$ cat config.mk
export PLATFORM = sky130hd
export DESIGN_NAME = ped_ram
export DESIGN_NICKNAME = d
export VERILOG_FILES = /design/src/sv/palette_error_diffusion_dither_defines.svh /design/src/sv/ped_ram.sv
export SDC_FILE = /design/constraint.sdc
export NUM_CORES = 1
export LEC_CHECK = 0
export ABC_AREA = 0
export BUFFER_PORTS_ARGS = -buffer_cell sky130_fd_sc_hd__buf_2
export CORE_UTILIZATION = 25
export DETAILED_ROUTE_END_ITERATION = 16
export GPL_TIMING_DRIVEN = 1
export PLACE_DENSITY = 0.41
export SLEW_MARGIN = 20
export SYNTH_ARGS = -nofsm -noshare
export SYNTH_HDL_FRONTEND = slang
export SYNTH_SLANG_ARGS = --single-unit
$ cat constraint.sdc
create_clock -name clk_i -period 2.63 [get_ports clk_i]
set_clock_uncertainty 0.15 [all_clocks]
set_input_delay 0.3945 -clock clk_i [delete_from_list [all_inputs] [get_ports clk_i]]
set_output_delay 0.3945 -clock clk_i [all_outputs]
set_load 0.05 [all_outputs]
$ cat src/sv/palette_error_diffusion_dither_defines.svh
// Assertion macros for the palette error diffusion dither block.
`ifndef PALETTE_ERROR_DIFFUSION_DITHER_DEFINES_SVH
`define PALETTE_ERROR_DIFFUSION_DITHER_DEFINES_SVH

// prop must hold at every clock edge out of reset
`define PED_ASSERT(lbl, prop, msg) \
  lbl: assert property (@(posedge clk_i) disable iff (!rst_ni) prop) else $error(msg);

// cond must never be true out of reset
`define PED_ASSERT_NEVER(lbl, cond, msg) \
  lbl: assert property (@(posedge clk_i) disable iff (!rst_ni) !(cond)) else $error(msg);

`endif

$ cat src/sv/ped_ram.sv
// Generic simple dual-port RAM, one write port, one registered read port.
`timescale 1ns / 1ps
module ped_ram #(
  parameter int WIDTH = 8,
  parameter int DEPTH = 64,
  localparam int AW = $clog2(DEPTH)
) (
  input  logic             clk_i,
  input  logic             we_i,
  input  logic [AW-1:0]    waddr_i,
  input  logic [WIDTH-1:0] wdata_i,
  input  logic [AW-1:0]    raddr_i,
  output logic [WIDTH-1:0] rdata_o
);

  logic [WIDTH-1:0] mem_q [DEPTH];
  logic [WIDTH-1:0] rdata_q;

  always_ff @(posedge clk_i) begin
    if (we_i) begin
      mem_q[waddr_i] <= wdata_i;
    end
    rdata_q <= mem_q[raddr_i];
  end

  assign rdata_o = rdata_q;

endmodule

# == Yosys cells after proc, flatten, opt, wreduce, memory -nomap -nowiden ==
# Memories as Yosys holds them, arrays and structs flattened. A register that Yosys moved wholly into a read port is not among the register bits.
# Index checks and enable logic that the tools add are counted.
# op_classes
mux,2
# op_table
operator,n
1-bit 2-to-1 mux,2
# word_totals
word_cells,3
ram_bits,512
ff_bits,0
n_memories,1
# memory_table
memory,words,word_bits,rd,rd_clocked_by_memory_dff,write_ports,line,rtl
mem_q,64,8,1,1,1,ped_ram.sv:16,logic [WIDTH-1:0] mem_q [DEPTH];

# == Longest topological paths before layout ==
# logic_depth
ltp_word,2
mapped_depth,9
mapped_depth_nobuf,5

# == Worst setup path before layout ==
# No wires, ideal clock.
# synth_timing
path_type,in2reg
startpoint,in raddr_i[1]
endpoint,reg rdata_q[3] (netlist: rdata_o[3]) (read register of mem_q)
n_path_buf,3
cell_stages,7
setup_time_ns,0.128
t_required_ns,2.352
arrival_time_ns,1.934
setup_slack_ns,0.418
path_cell_list,buf_4 buf_2 buf_2 mux4_2 mux4_2 o21ai_1 o41ai_1
# synth_rtl
item,line,rtl
from (decl),ped_ram.sv:12,"input logic [AW-1:0] raddr_i,"
to (decl),ped_ram.sv:17,logic [WIDTH-1:0] rdata_q;

==> results.ini <==
[clock_tree]
cts.path.max_buffers = 3
cts-root-buf = clkbuf_16
insertion_delay_ns = 0.60
cts_max_level = 2
cts_tree = built
post_cts_resized = 0
cts_hold_buffers = 0
clock-sinks = 520
post-cts-setup-buffers = 0
clk_pin_slew_ns = 0.06
cts-buffers-inserted = 55

[global_route]
grt_pass1_wl_um = 77400
grt_use_total = 0.132
grt-ovfl-total = 0
antenna_found_initial = 3
grt_max_degree = 65
grt_pass1_vias = 10321

[sta]
rsz0062_at_grt = false
period_share = 0.886
tns_ns = 0
worst_slew_pin_slew_ns = 0.896
slew_viol_final = 0
clock.fmax_mhz = 429
setup_violations = 0
whs_ns = 0.118
finalHoldViolCount = 0
post-route-min-period_ns = 2.33
relSlewSlack = 0.402

[flow_run]
maxCapViolations = 0

[pwr]
ir_drop_v = 0.000428
power_density_nw_per_um2 = 751
leakage_nw = 7.81

[routing]
vias = 9817
dr.pass1.iters = 5
via_per_inst = 4.44
drt-initial-drc-count = 726
wl_um = 53500
final_antenna_net_count = 0
drc_errors = 0
wl_per_cell_um = 24.2

[critical_path]
cp-start-kind = flip-flop
critPathMaxFanout = 1
cp.required_ns = 2.95
arrival_ns = 2.65
critPathKind = flip-flop to flip-flop
r2r_start = mem_q[21][6]
crit_start = mem_q[21][6]
cp-end-kind = flip-flop

[final_layout]
nets = 1140
final_layout_size_suffix_gt1_frac = 0.340
fill_cells = 7742
area_growth_pct = 21.7
final_cell_area_um2 = 24500

[die]
ios = 30
rows = 103
coreArea_um2 = 79400
die_h_um = 286
die_area_um2 = 81800
die_w_um = 286
initial_core_util = 0.254

[synth]
seq_area_frac_synth = 0.770
syn-num-nets = 962
synth_area_per_cell_um2 = 21.5
ys_seq_elements = 520
synth-warning-count = 0
synth.cell_area_um2 = 20200
synth_cell_types = 40
synthCells = 940

[hold_path]
hp-class = input pin to flip-flop
hold_start = raddr_i[5]

[placement]
port_buffers = 29
dpl_cell_area_um2 = 22600
gp_congestion = 0.779
dp_hpwl_um = 35300

[run_status]
outcome = complete, no violations

-- synth_stat cells --
cell / count / area, µm²
edfxtp_1: 512 / 15400
mux4_2: 126 / 2840
nor2_1: 83 / 312
mux2i_1: 23 / 230
nand2_1: 19 / 71.3
clkbuf_1: 17 / 63.8
nor2b_1: 14 / 87.6
buf_4: 13 / 97.6
mux2_2: 13 / 146
nand3_1: 13 / 65.1
buf_2: 11 / 55.1
dfxtp_1: 8 / 160
o221ai_1: 8 / 70.1
o22ai_1: 8 / 50.1
nand2b_1: 7 / 43.8
nor3_1: 7 / 35.0
a221oi_1: 6 / 52.6
a211oi_1: 4 / 30.0
buf_1: 4 / 15.0
buf_6: 4 / 45.0
a21oi_1: 3 / 15.0
a22oi_1: 3 / 22.5
nand3b_1: 3 / 22.5
o2111ai_1: 3 / 26.3
o2bb2ai_1: 3 / 26.3
a2111oi_0: 2 / 17.5
buf_12: 2 / 40.0
nand4_1: 2 / 12.5
nor4_1: 2 / 12.5
o21a_1: 2 / 15.0
o21ai_0: 2 / 10.0
o21ai_1: 2 / 10.0
o221a_2: 2 / 22.5
o32ai_1: 2 / 17.5
o41ai_1: 2 / 17.5
a31oi_1: 1 / 6.26
and2_1: 1 / 6.26
nand4b_1: 1 / 8.76
o311ai_1: 1 / 8.76
or3_1: 1 / 6.26
-- routing by layer --
| metal | vias up | track usage | part of all wire |
|---|---|---|---|
| li1 | 4289 | - | - |
| met1 | 5262 | 0.188 | 0.47 |
| met2 | 193 | 0.206 | 0.47 |
| met3 | 69 | 0.0272 | 0.049 |
| met4 | 4 | 0.0314 | 0.017 |
| met5 | - | 0 | 0.00064 |
-- registers in the layout (all words and copies together), names as in the netlist --
signal and count:
mem_q 512, rdata_o 8
-- where the power goes --
part / internal [mW] / switching [mW]
registers: 9.17 / 0.0314
logic: 0.411 / 0.631
clock network: 5.00 / 3.18
total: 14.6 / 3.84
-- metrics by stage --
stage	setup slack [ns]	instances	power, mW	util
floorplan	0.418	940	9.91	-
global placement	-0.0861	2111	10.4	0.285
detailed placement	-0.172	2111	10.4	0.285
CTS	0.289	2210	18.7	0.309
global route	0.289	2210	19.0	0.309
finish	0.300	2211	18.4	0.309
-- critical path, stage by stage, from the launching register on --
cell      delay (ns)
edfxtp_1        0.36
mux4_2          0.48
mux2_2          0.29
o221a_2         0.28
nor3_1          0.34
buf_4           0.22
o32ai_1         0.09
-- final cells by class --
cell class	instances	area, µm²	area share
Multi-Input combinational cell	369	4320	0.176
Clock buffer	65	1460	0.0594
Timing Repair Buffer	172	1470	0.0599
Tap cell	1050	1310	0.0535
Sequential cell	520	15500	0.633
Antenna cell	1	2.50	0.000102
Clock inverter	34	440	0.0180
-- cell usage in the layout, fill, tap and decap left out, types with 4 or more instances in the layout --
cell,Yosys,final
edfxtp_1,512,512
mux4_2,126,126
buf_4,13,126
nor2_1,83,83
clkbuf_16,0,57
buf_2,11,26
mux2i_1,23,23
nand2_1,19,19
buf_12,2,19
nor2b_1,14,14
mux2_2,13,13
nand3_1,13,13
bufinv_16,0,11
clkinv_1,0,10
clkinv_2,0,10
o221ai_1,8,8
o22ai_1,8,8
clkbuf_1,17,8
dfxtp_1,8,8
nand2b_1,7,7
nor3_1,7,7
a221oi_1,6,6
a211oi_1,4,4
-- worst paths after layout --
check / to / slack, ns / depth (start not counted)
worst max-delay path: rdata_o[6] / 0.30 / 6
worst min-delay path: rdata_o[2] / 0.12 / 3
worst max register to register: rdata_o[6] / 0.30 / 6
worst min register to register: rdata_o[4] / 0.75 / 3
-- logic make-up after synthesis --
logic type             share of synthesized area
and+or+nand+nor                           0.0339
AOI/OAI and AO/OA                         0.0207
buffers and inverters                     0.0157
muxes                                      0.159
DFF                                        0.770
No activity file was read; power rests on OpenSTA's default activity.
